## src/sv/sts_pkg.sv

```systemverilog
// shared types and constants for the sorted table search core
`timescale 1ns / 1ps

package sts_pkg;

  // fixed field widths
  localparam int SLOT_W  = 10;
  localparam int KEY_IN_W = 32;
  localparam int COUNT_W = 11;
  localparam int POS_W   = 10;

  // item modes
  localparam logic MODE_WRITE  = 1'b0;
  localparam logic MODE_SEARCH = 1'b1;

  // search sequencer states
  typedef enum logic [1:0] {
    ST_IDLE,
    ST_SEARCH,
    ST_DONE
  } state_t;

  // one search result
  typedef struct packed {
    logic             found;
    logic [POS_W-1:0] position;
  } result_t;

endpackage

```

## src/sv/sts_ctrl.sv

```systemverilog
// search sequencer: takes items, writes the table, runs the probe loop
`timescale 1ns / 1ps

module sts_ctrl #(
  parameter int TABLE_DEPTH = 1024,
  parameter int KEY_WIDTH   = 32,
  parameter int ADDR_W      = $clog2(TABLE_DEPTH),
  parameter int CNT_W       = $clog2(TABLE_DEPTH + 1)
) (
  input  logic                        clk,
  input  logic                        rst,
  // input items
  input  logic                        in_valid,
  output logic                        in_ready,
  input  logic                        mode,
  input  logic [sts_pkg::SLOT_W-1:0]  slot,
  input  logic [sts_pkg::KEY_IN_W-1:0] key_value,
  // entries taking part, already limited to the table depth
  input  logic [CNT_W-1:0]            count,
  // table ports
  output logic                        wr_en,
  output logic [ADDR_W-1:0]           wr_addr,
  output logic [KEY_WIDTH-1:0]        wr_data,
  output logic                        rd_en,
  output logic [ADDR_W-1:0]           rd_addr,
  input  logic [KEY_WIDTH-1:0]        rd_data,
  // finished result
  output logic                        res_valid,
  input  logic                        res_ready,
  output sts_pkg::result_t            res
);

  sts_pkg::state_t state, state_next;
  logic [CNT_W-1:0]     lower, lower_next;
  logic [CNT_W-1:0]     upper, upper_next;
  logic [ADDR_W-1:0]    probe, probe_next;
  logic [KEY_WIDTH-1:0] key, key_next;
  sts_pkg::result_t     result, result_next;

  logic [KEY_WIDTH-1:0] key_in;
  logic                 slot_ok;
  logic [ADDR_W-1:0]    start_mid;
  logic [CNT_W-1:0]     probe_ext;
  logic [CNT_W-1:0]     probe_inc;
  logic [CNT_W:0]       sum_lo;
  logic [CNT_W:0]       sum_hi;
  logic [ADDR_W-1:0]    mid_lo;
  logic [ADDR_W-1:0]    mid_hi;
  logic                 go_lo;
  logic                 go_hi;
  logic                 cmp_eq;
  logic                 cmp_lt;

  // input decode
  assign key_in    = KEY_WIDTH'(key_value);
  assign slot_ok   = 32'(slot) < 32'(TABLE_DEPTH);
  assign start_mid = ADDR_W'(count >> 1);

  // both candidate next probes, ready before the table data arrives
  assign probe_ext = CNT_W'(probe);
  assign probe_inc = probe_ext + CNT_W'(1);
  assign sum_lo    = {1'b0, lower} + {1'b0, probe_ext};
  assign sum_hi    = {1'b0, probe_inc} + {1'b0, upper};
  assign mid_lo    = ADDR_W'(sum_lo[CNT_W:1]);
  assign mid_hi    = ADDR_W'(sum_hi[CNT_W:1]);
  assign go_lo     = lower < probe_ext;
  assign go_hi     = probe_inc < upper;

  // key compare against the probed entry
  assign cmp_eq = key == rd_data;
  assign cmp_lt = key < rd_data;

  assign wr_addr = ADDR_W'(slot);
  assign wr_data = key_in;
  assign res     = result;

  // state register
  always_ff @(posedge clk) begin
    if (rst) begin
      state <= sts_pkg::ST_IDLE;
    end else begin
      state <= state_next;
    end
  end

  // search registers
  always_ff @(posedge clk) begin
    lower  <= lower_next;
    upper  <= upper_next;
    probe  <= probe_next;
    key    <= key_next;
    result <= result_next;
  end

  // next state and outputs
  always_comb begin
    state_next  = state;
    lower_next  = lower;
    upper_next  = upper;
    probe_next  = probe;
    key_next    = key;
    result_next = result;
    in_ready    = 1'b0;
    wr_en       = 1'b0;
    rd_en       = 1'b0;
    rd_addr     = probe;
    res_valid   = 1'b0;
    case (state)
      sts_pkg::ST_IDLE: begin
        in_ready = 1'b1;
        if (in_valid) begin
          if (mode == sts_pkg::MODE_WRITE) begin
            wr_en = slot_ok;
          end else begin
            lower_next = '0;
            upper_next = count;
            key_next   = key_in;
            if (count != '0) begin
              rd_en      = 1'b1;
              rd_addr    = start_mid;
              probe_next = start_mid;
              state_next = sts_pkg::ST_SEARCH;
            end else begin
              result_next = '0;
              state_next  = sts_pkg::ST_DONE;
            end
          end
        end
      end
      sts_pkg::ST_SEARCH: begin
        if (cmp_eq) begin
          result_next.found    = 1'b1;
          result_next.position = sts_pkg::POS_W'(probe);
          state_next           = sts_pkg::ST_DONE;
        end else if (cmp_lt) begin
          // sought key is below the probe
          upper_next = probe_ext;
          if (go_lo) begin
            rd_en      = 1'b1;
            rd_addr    = mid_lo;
            probe_next = mid_lo;
          end else begin
            result_next = '0;
            state_next  = sts_pkg::ST_DONE;
          end
        end else begin
          // sought key is above the probe
          lower_next = probe_inc;
          if (go_hi) begin
            rd_en      = 1'b1;
            rd_addr    = mid_hi;
            probe_next = mid_hi;
          end else begin
            result_next = '0;
            state_next  = sts_pkg::ST_DONE;
          end
        end
      end
      sts_pkg::ST_DONE: begin
        res_valid = 1'b1;
        if (res_ready) begin
          state_next = sts_pkg::ST_IDLE;
        end
      end
      default: begin
        state_next = sts_pkg::ST_IDLE;
      end
    endcase
  end

endmodule

```

## config.mk

```make
export PLATFORM = sky130hd
export DESIGN_NAME = sts_ctrl
export DESIGN_NICKNAME = d
export VERILOG_FILES = /design/src/sv/sts_pkg.sv /design/src/sv/sts_ctrl.sv
export SDC_FILE = /design/constraint.sdc
export NUM_CORES = 1
export LEC_CHECK = 0
export BUFFER_PORTS_ARGS = -buffer_cell sky130_fd_sc_hd__buf_2
export CAP_MARGIN = 20
export CELL_PAD_IN_SITES_DETAIL_PLACEMENT = 1
export CELL_PAD_IN_SITES_GLOBAL_PLACEMENT = 2
export CORE_MARGIN = 10
export CORE_UTILIZATION = 35
export DETAILED_ROUTE_END_ITERATION = 10
export PLACE_DENSITY_LB_ADDON = 0.08
export SYNTH_ARGS = -nofsm -noshare
export SYNTH_HDL_FRONTEND = slang
export SYNTH_SLANG_ARGS = --single-unit
```

## constraint.sdc

```tcl
create_clock -name clk -period 9.4 [get_ports clk]
set_clock_uncertainty 0.15 [all_clocks]
set_input_delay 0.47 -clock clk [delete_from_list [all_inputs] [get_ports clk]]
set_output_delay 0.47 -clock clk [all_outputs]
set_load 0.01 [all_outputs]
```

==> flow_metrics.env, run 1 <==
export IMPL_outcome="completed"
export IMPL_synth_mux_area_share_pct=2.056
export IMPL_fmax_ghz=0.2138
export IMPL_area_growth_synth_to_final_pct=15.90
export IMPL_reg2regPathDepth=13
export IMPL_finalHoldViolations=0
export IMPL_path_cells="ha_1 -> nand3_1 -> xnor2_1 -> ha_1 -> inv_1 -> a221o_1 -> a211o_1 -> a21oi_1 -> nor2_1 -> or3_1 -> a32oi_1 -> a31o_1 -> buf_2"
export IMPL_cts_buffer_depth=2
export IMPL_maxSlewViolCount=0
export IMPL_holdBufCountCts=0
export IMPL_overflow=0
export IMPL_cap_violations=0
export IMPL_first_iter_violations=313
export IMPL_ctsResizeCount=0
export IMPL_die_width_um=147.2
export IMPL_leakage_uw=0.003020
export IMPL_mostFrequentLayoutCells="buf_2 (136), ha_1 (73), inv_1 (65), edfxtp_1 (65), nor2_1 (34)"
export IMPL_die_area_mm2=0.02165
export IMPL_slowest_stage="dfxtp_1"
export IMPL_start_util_pct=35.63
export IMPL_portBuffers=136
export IMPL_min_path_cells=1
export IMPL_first_pass_iters=5
export IMPL_ir_drop_v=0.00009196
export IMPL_antenna_found_initial=0
export IMPL_synth_cells=579
export IMPL_postCtsSetupRepairBufs=0
export IMPL_cts_buffers=9
export IMPL_final_common_cell="buf_2"
export IMPL_max_slew_margin_pct=31.95
export IMPL_diodes=0
export IMPL_powerDensity_mw_per_mm2=273.4
export IMPL_critPathKind="reg -> out"
export IMPL_rsz0062_at_grt="no"
export IMPL_routedWlPerCell_um=20.10
export IMPL_cp_num_buf_inv=2
export IMPL_required_ps=8780
export IMPL_core_area_mm2=0.01589
export IMPL_drive_gt1_share_pct=24.37
export IMPL_finalSetupViolCount=0
export IMPL_synth_top_family_by_area="adder cells"
export IMPL_vias=4645
export IMPL_synth_edf_count=65
export IMPL_final_setup_tns_ps=0
export IMPL_synthesis_area_mm2=0.005659
export IMPL_root_buffer="clkbuf_16"
export IMPL_num_nets_final=837
export IMPL_wl_um=17950
export IMPL_dp_hpwl_um=14490
export IMPL_async_flop_share_pct=0
export IMPL_r2r_end="res[8]"
export IMPL_numClockSinks=77
export IMPL_path_max_fanout=13
export IMPL_gp_congestion=0.8897
export IMPL_worst_pin_slew_ps=1019
export IMPL_ys_warnings_count=0
export IMPL_syn_avg_cell_area_um2=9.774
export IMPL_synth_compound_area_share_pct=14.26
export IMPL_synth_flop_cell="edfxtp_1"
export IMPL_endpoint_kind="output pin"
export IMPL_worst_hold_path_endpoint="key[29]"
export IMPL_syn_nets=744
export IMPL_synth_seq_cells=77
export IMPL_rr_startpoint="probe[0]"
export IMPL_hold_start="key_value[29]"
export IMPL_synthSimpleGateAreaFrac_pct=13.42
export IMPL_htree_levels=3
export IMPL_post_route_period_util_pct=49.77
export IMPL_synth_xor_xnor_area_share_pct=3.405
export IMPL_min_path_type="in -> reg"
export IMPL_drc=0
export IMPL_grtUsageTotal_pct=16.51
export IMPL_cpPeakStageDelay_ps=630
export IMPL_clk_pin_slew_worst_paths_ps=70
export IMPL_synth_fa_ha_area_share_pct=16.85
export IMPL_io_pins=157
export IMPL_clock_latency_ps=350
export IMPL_drt_vias_per_instance=5.202
export IMPL_critPathLaunchType="register"
export IMPL_ys_seq_area_share_pct=38.74
export IMPL_period_needed_ps=4678
export IMPL_critical_path_top_delay_family="compound AO/OA/AOI/OAI gates"
export IMPL_grt_start_max_net_pins=37
export IMPL_whs_ps=151.9
export IMPL_cts_tree="done"
export IMPL_ant_nets=0
export IMPL_die_y_um=147.2
export IMPL_row_count=46
export IMPL_crit_path_frequent_cell="ha_1"
export IMPL_grt_pass1_vias=5010
export IMPL_rrSetupSlack_ps=5260
export IMPL_grt_first_pass_wirelength_um=28120
export IMPL_crit_arrival_ps=4060
export IMPL_ys_types=60
[synthesized netlist by cell type, types with 12 or more instances]
master,instances,share of area (%)
a21oi_1,33,2.9
and2_1,14,1.5
buf_4,45,6.0
dfxtp_1,12,4.2
edfxtp_1,65,34
ha_1,73,16
inv_1,65,4.3
nand2_1,30,2.0
nor2_1,34,2.3
nor3_1,19,1.7
o21ai_0,22,1.9
xnor2_1,17,2.6
[logic make-up after synthesis]
family | after synthesis
fa+ha+maj | 75
xor+xnor | 22
buf+inv | 124
mux | 11
simple gates | 149
flops | 77
compound gates | 121
[layout make-up]
class	instances	area [um^2]
Clock buffer	13	250.2
Clock inverter	3	46.29
Fill cell	1883	9326
Inverter	65	244.0
Multi-Input combinational cell	378	2838
Sequential cell	77	2192
Tap cell	216	270.3
Timing Repair Buffer	141	718.2
[how the worst max path moves through the flow]
stage               startpoint    endpoint  depth (start not counted)
global placement      probe[0]  rd_addr[6]                         13
global route          probe[0]  rd_addr[8]                         13
floorplan                 mode    upper[0]                          4
CTS                   probe[0]  rd_addr[8]                         13
detailed placement    probe[0]  rd_addr[8]                         13
finish                probe[0]  rd_addr[8]                         13
[layer usage]
layer,vias up,wire (um),track usage [%]
li1,2223,-,-
met1,2282,8425,22.05
met2,125,8277,25.86
met3,15,1055,4.208
met4,0,192,4.460
met5,-,0,0
[sequential cells by signal (all words and copies together) (netlist names)]
| name | flops |
|---|---|
| lower | 11 |
| res | 11 |
| key | 32 |
| upper | 11 |
| probe | 10 |
| state | 2 |
[worst register-to-register path, cell delays in order, from the launching register on]
cell and delay, ps:
dfxtp_1 630, ha_1 320, nand3_1 200, or3_1 390, xnor2_1 180, ha_1 400
o211ai_1 120, nor2_1 130, o22ai_1 100, buf_4 210, mux2i_2 420, nor2_1 170
nor3_1 200, buf_4 230
[per-stage QoR]
stage / util, % / instance area (um^2) / cells / total power [uW] / worst slack (ps)
after CTS: 41.29 / 6559 / 893 / 1799 / 4707
final: 41.29 / 6559 / 893 / 1793 / 4722
after global placement: 39.42 / 6262 / 877 / 1425 / 5187
after detailed placement: 39.42 / 6262 / 877 / 1432 / 5093
after global routing: 41.29 / 6559 / 893 / 1925 / 4406
after floorplan: - / 5659 / 579 / 1131 / 5058
[power by group]
group	total [uW]	switching, uW	internal, uW
clock network	357	144	214
registers	513	78.2	435
logic	923	557	366
total	1790	779	1010
Note: power is estimated with default switching activity, not from simulation.
==> run 2, diff against run 1 <==
--- a/config.mk
+++ b/config.mk
@@ -5,12 +5,13 @@
 export SDC_FILE = /design/constraint.sdc
 export NUM_CORES = 1
 export LEC_CHECK = 0
+export ABC_AREA = 1
 export BUFFER_PORTS_ARGS = -buffer_cell sky130_fd_sc_hd__buf_2
 export CAP_MARGIN = 20
 export CELL_PAD_IN_SITES_DETAIL_PLACEMENT = 1
 export CELL_PAD_IN_SITES_GLOBAL_PLACEMENT = 2
 export CORE_MARGIN = 10
-export CORE_UTILIZATION = 35
+export CORE_UTILIZATION = 31
 export DETAILED_ROUTE_END_ITERATION = 10
 export PLACE_DENSITY_LB_ADDON = 0.08
 export SYNTH_ARGS = -nofsm -noshare
==> constraint.sdc (replaced) <==
create_clock -name clk -period 4.55 [get_ports clk]
set_clock_uncertainty 0.15 [all_clocks]
set_input_delay 0.2275 -clock clk [delete_from_list [all_inputs] [get_ports clk]]
set_output_delay 0.2275 -clock clk [all_outputs]
set_load 0.01 [all_outputs]
==> flow_metrics.env, run 2 <==
export IMPL_critPathKind="reg -> out"
export IMPL_timing_final_ws_setup_ps=418.1
export IMPL_synth_seq_cells=77
export IMPL_synth_edf_count=65
export IMPL_die_area_mm2=0.02659
export IMPL_period_needed_ps=4132
export IMPL_finalSetupViolCount=0
export IMPL_min_path_type="in -> reg"
export IMPL_largest_reg_flops=32
export IMPL_overflow=0
export IMPL_io_pins=157
export IMPL_ant_nets=0
export IMPL_max_slew_margin_pct=40.15
export IMPL_root_buffer="clkbuf_16"
export IMPL_required_ps=4170
export IMPL_ys_top_cells_by_area="edfxtp_1 (31%), ha_1 (14%), nand2_1 (11%), inv_1 (8.1%), buf_4 (5.2%)"
export IMPL_first_pass_iters=4
export IMPL_synth_cells=826
export IMPL_maxSlewViolCount=0
export IMPL_drt_vias_per_instance=4.654
export IMPL_seqPwrFrac_pct=25.3
export IMPL_dp_slack_ps=626.1
export IMPL_ys_types=39
export IMPL_numClockSinks=77
export IMPL_gp_congestion=0.8293
export IMPL_grt_pass1_vias=6150
export IMPL_drive_gt1_share_pct=20.62
export IMPL_synth_common_cells="nand2_1 (193), inv_1 (137), nor2_1 (74)"
export IMPL_wl_um=21290
export IMPL_die_y_um=163.1
export IMPL_num_nets_final=1125
export IMPL_row_count=52
export IMPL_path_cells="inv_1 -> nor3_2 -> inv_2 -> nor2_4 -> nand3_2 -> nor2_4 -> nand3_2 -> xor2_1 -> inv_1 -> ha_1 -> nor2_2 -> nand2_1 -> nor2_1 -> nand3_1 -> nand3_2 -> inv_1 -> nand2_1 -> nand2_1 -> nand2_1 -> nand3_1 -> a21oi_1 -> buf_2"
export IMPL_outcome="completed"
export IMPL_core_area_mm2=0.02017
export IMPL_antenna_found_initial=0
export IMPL_slowest_stage="dfxtp_1"
export IMPL_ys_seq_area_share_pct=34.56
export IMPL_async_flop_share_pct=0
export IMPL_synth_top_cell_by_area="edfxtp_1"
export IMPL_cap_violations=0
export IMPL_post_route_period_util_pct=90.81
export IMPL_p_int_uw=2135
export IMPL_dp_hpwl_um=17350
export IMPL_rrSetupSlack_ps=740
export IMPL_p_switching_uw=1717
export IMPL_syn_avg_cell_area_um2=7.680
export IMPL_synth_flop_cell="edfxtp_1"
export IMPL_final_setup_tns_ps=0
export IMPL_cts_buffer_depth=2
export IMPL_portBuffers=136
export IMPL_area_growth_synth_to_final_pct=22.07
export IMPL_die_width_um=163.1
export IMPL_power_uw=3853
export IMPL_leakage_uw=0.003914
export IMPL_drc=0
export IMPL_start_util_pct=31.45
export IMPL_mostFrequentLayoutCells="nand2_1 (193), inv_1 (137), buf_2 (136)"
export IMPL_powerDensity_mw_per_mm2=497.5
export IMPL_comb_power_share_pct=50.8
export IMPL_cts_tree="done"
export IMPL_final_util_pct=38.39
export IMPL_clk_pin_slew_worst_paths_ps=70
export IMPL_fillCellCount=2519
export IMPL_path_max_fanout=11
export IMPL_ys_warnings_count=0
export IMPL_clkPwrFrac_pct=23.9
export IMPL_startpoint="probe[1]"
export IMPL_diodes=0
export IMPL_grtUsageTotal_pct=16.14
export IMPL_hold_start="res_ready"
export IMPL_syn_nets=991
export IMPL_critPathLaunchType="register"
export IMPL_postCtsSetupRepairBufs=0
export IMPL_final_common_cell="nand2_1"
export IMPL_vias=5748
export IMPL_synthesis_area_mm2=0.006344
export IMPL_first_iter_violations=265
export IMPL_crit_arrival_ps=3750
export IMPL_regMostFlops="key"
export IMPL_rr_startpoint="probe[1]"
export IMPL_grt_start_max_net_pins=36
export IMPL_switching_share_pct=44.58
export IMPL_rsz0062_at_grt="no"
export IMPL_worst_pin_slew_ps=897.7
export IMPL_cts_buffers=9
export IMPL_ir_drop_v=0.0001933
export IMPL_clock_latency_ps=350
export IMPL_cpPeakStageDelay_ps=440
export IMPL_grt_first_pass_wirelength_um=33530
export IMPL_routedWlPerCell_um=17.24
export IMPL_yosysMostFrequentCell="nand2_1"
export IMPL_crit_path_frequent_cell="nand2_1"
export IMPL_htree_levels=3
export IMPL_finalHoldViolations=0
export IMPL_endpoint_kind="output pin"
export IMPL_synth_top_cell_area_share_pct=30.77
export IMPL_fmax_ghz=0.2420
-- run 2: cell types whose count changed in the layout (fill, tap and decap cells not counted), sizes merged, moves of 8 or more --
cell and change:
nand2 +166, o21ai +18, mux2i -9, dlygate4sd3 +33
nand3 +37, xor2 +8, and2 -12, xnor2 -17
inv +80, nor2 +51, a21oi +19
-- run 2: cells by family (layout without fill, tap and decap cells) --
logic type | Yosys count | after routing | share of synthesized area [%]
adders and majority gates | 75 | 75 | 15.03
AOI/OAI and AO/OA | 105 | 105 | 9.152
buffers and inverters | 199 | 338 | 14.69
xor gates and xnor gates | 13 | 13 | 1.795
and+or+nand+nor | 357 | 357 | 24.77
DFF | 77 | 77 | 34.56
-- run 2: power by group through the flow --
stage	Combinational, uW	Clock [uW]	Sequential, uW
6_report	1960	919	975
5_1_grt	2240	968	990
4_1_cts	1980	940	974
3_5_place_dp	1950	0	989
3_3_place_gp	1930	0	985
2_1_floorplan	1350	0	944
-- run 2: path summary, 6_finish.rpt --
path,to,depth (start not counted)
max,rd_addr[6],22
min,state[1],4
max reg2reg,res[8],19
min reg2reg,probe[0],2
-- run 2: critical path: cells and delay by family, from the launching register on --
| family | cells | cell delay [ps] |
|---|---|---|
| fa+ha+maj | 1 | 320 |
| flops | 1 | 440 |
| simple gates | 14 | 1440 |
| buf+inv | 5 | 710 |
| compound gates | 1 | 220 |
| xor+xnor | 1 | 220 |
-- run 2: repair_timing --
item | 4_1_cts | 5_1_grt
resized for setup | 0 | 2
endpoints found under the hold margin | 34 | 0
setup endpoints to repair | 0 | 6
hold buffers | 33 | 0
-- run 2: final cells by class --
| type | instances | area, um^2 | area share (%) |
|---|---|---|---|
| inverter | 145 | 544.3 | 7.029 |
| timing repair buffer | 177 | 1071 | 13.83 |
| clock inverter | 7 | 146.4 | 1.890 |
| multi-input combinational | 550 | 3224 | 41.64 |
| sequential | 77 | 2195 | 28.34 |
| clock buffer | 9 | 225.2 | 2.908 |
| tap | 270 | 337.8 | 4.363 |
-- run 2: per-stage QoR --
stage	std cells	instance area, um^2	hold slack, ps
6_report	1235	7744	20.09
5_1_grt	1235	7744	27.82
2_1_floorplan	826	6344	146.6
3_5_place_dp	1186	7039	267.6
3_3_place_gp	1186	7039	266.3
4_1_cts	1235	7741	9.208
-- run 2: metal layers --
layer | track usage, % | share of wire, % | vias up
met1 | 20.60 | 46 | 2729
met5 | 0 | 0 | -
met2 | 27.24 | 48 | 114
li1 | - | - | 2887
met4 | 3.566 | 1.0 | 0
met3 | 3.599 | 4.6 | 18
==> run 3, diff against run 2 <==
--- a/config.mk
+++ b/config.mk
@@ -14,6 +14,7 @@
 export CORE_UTILIZATION = 31
 export DETAILED_ROUTE_END_ITERATION = 10
 export PLACE_DENSITY_LB_ADDON = 0.08
+export RECOVER_POWER = 100
 export SYNTH_ARGS = -nofsm -noshare
 export SYNTH_HDL_FRONTEND = slang
 export SYNTH_SLANG_ARGS = --single-unit
==> flow_metrics.env, run 3 (synthesis results as in run 2) <==
export IMPL_die_width_um=163.1
export IMPL_wl_um=21280
export IMPL_gp_congestion=0.8293
export IMPL_die_area_mm2=0.02659
export IMPL_outcome="completed"
export IMPL_grt_pass1_vias=6150
export IMPL_mostFrequentLayoutCells="nand2_1 (194), inv_1 (138), nor2_1 (77)"
export IMPL_row_count=52
export IMPL_worst_pin_slew_ps=891.0
export IMPL_crit_arrival_ps=3770
export IMPL_rsz0062_at_grt="no"
export IMPL_first_iter_violations=255
export IMPL_multi_input_area_mm2=0.003186
export IMPL_finalHoldViolations=0
export IMPL_period_needed_ps=4147
export IMPL_hold_start="res_ready"
export IMPL_routedWlPerCell_um=17.23
export IMPL_path_max_fanout=11
export IMPL_num_nets_final=1125
export IMPL_maxSlewViolCount=0
export IMPL_io_pins=157
export IMPL_min_path_cells=4
export IMPL_post_route_period_util_pct=91.14
export IMPL_clock_latency_ps=350
export IMPL_dp_hpwl_um=17350
export IMPL_regArea_mm2=0.002195
export IMPL_cts_tree="done"
export IMPL_fmax_ghz=0.2412
export IMPL_critPathKind="reg -> out"
export IMPL_area_growth_synth_to_final_pct=20.04
export IMPL_die_y_um=163.1
export IMPL_rrSetupSlack_ps=720
export IMPL_fillCellCount=2559
export IMPL_antenna_found_initial=0
export IMPL_cts_buffers=9
export IMPL_root_buffer="clkbuf_16"
export IMPL_leakage_uw=0.003723
export IMPL_overflow=0
export IMPL_dp_slack_ps=626.1
export IMPL_drc=0
export IMPL_htree_levels=3
export IMPL_largest_reg_flops=32
export IMPL_min_path_type="in -> reg"
export IMPL_drive_gt1_share_pct=12.54
export IMPL_reg2regPathDepth=19
export IMPL_grtUsageTotal_pct=16.14
export IMPL_numClockSinks=77
export IMPL_ant_nets=0
export IMPL_ir_drop_v=0.0001933
export IMPL_endpoint_kind="output pin"
export IMPL_r2r_end="res[8]"
export IMPL_clk_pin_slew_worst_paths_ps=70
export IMPL_cts_buffer_depth=2
export IMPL_core_area_mm2=0.02017
export IMPL_power_uw=3829
export IMPL_finalSetupViolCount=0
export IMPL_rr_startpoint="probe[1]"
export IMPL_timing_final_ws_setup_ps=403.3
export IMPL_final_common_cell="nand2_1"
export IMPL_final_setup_tns_ps=0
export IMPL_drt_vias_per_instance=4.637
export IMPL_regMostFlops="key"
export IMPL_whs_ps=20.52
export IMPL_portBuffers=136
export IMPL_first_pass_iters=4
export IMPL_cap_violations=0
export IMPL_vias=5727
export IMPL_critPathLaunchType="register"
export IMPL_diodes=0
export IMPL_grt_start_max_net_pins=36
export IMPL_powerDensity_mw_per_mm2=502.8
export IMPL_required_ps=4170
export IMPL_worst_hold_path_endpoint="state[1]"
export IMPL_start_util_pct=31.45
export IMPL_max_slew_margin_pct=40.60
export IMPL_grt_first_pass_wirelength_um=33530
## run 3: cell types whose count changed in the layout (fill, tap and decap cells not counted), sizes merged
cell    before  now
clkbuf       9   80
buf        144   73
## run 3: through the flow
step / cells / area [um^2] / util (%)
3_3_place_gp: 1186 / 7039 / 34.90
4_1_cts: 1235 / 7741 / 38.38
2_1_floorplan: 826 / 6344 / -
6_report: 1235 / 7615 / 37.75
3_5_place_dp: 1186 / 7039 / 34.90
5_1_grt: 1235 / 7615 / 37.75
## run 3: power breakdown
part | leakage [uW] | total, uW | internal [uW] | switching (uW)
Combinational | 0.00285 | 1930 | 653 | 1280
Sequential | 0.000696 | 977 | 866 | 111
Clock | 0.000180 | 922 | 596 | 326
## run 3: critical path, cell delays in order (launching register included)
cell	delay (ps)
dfxtp_1	440
inv_1	200
nor3_2	160
inv_2	70
nor2_4	90
nand3_2	100
nor2_4	120
nand3_2	80
xor2_1	220
inv_1	130
ha_1	320
nor2_2	120
nand2_1	50
nor2_1	130
nand3_1	100
nand3_2	230
buf_4	200
o21ai_0	90
nand2_1	60
nand3_1	100
a21oi_2	200
clkbuf_1	180
## run 3: how the worst max path moves through the flow
stage | startpoint | end | slack, ps | cells past startpoint
5_1_grt | probe[1] | rd_addr[7] | 10 | 22
3_3_place_gp | probe[2] | rd_addr[6] | 700 | 22
2_1_floorplan | probe[0] | res[0] | 1430 | 20
6_report | probe[1] | rd_addr[5] | 400 | 21
3_5_place_dp | probe[2] | res[2] | 630 | 19
4_1_cts | probe[2] | rd_addr[6] | 250 | 22
## run 3: timing repair
item / 4_1_cts / 5_1_grt
hold buffers: 33 / 0
endpoints found under the hold margin: 34 / 0
setup buffers: 0 / 0
gates resized for setup: 0 / 2
setup endpoints to repair: 0 / 6
## run 3: final cells by class
class,instances,share of cell area [%]
sequential,77,28.82
tap,270,4.436
clock inverter,7,1.922
multi-input combinational,550,41.83
clock buffer,9,2.958
timing repair buffer,177,12.88
inverter,145,7.148
## run 3: per-layer routing
layer	global-route usage, %	wire, um	vias to the layer above
met1	20.60	9832	2706
met4	3.566	234	0
met5	0	0	-
li1	-	-	2886
met2	27.24	10270	114
met3	3.599	939	21
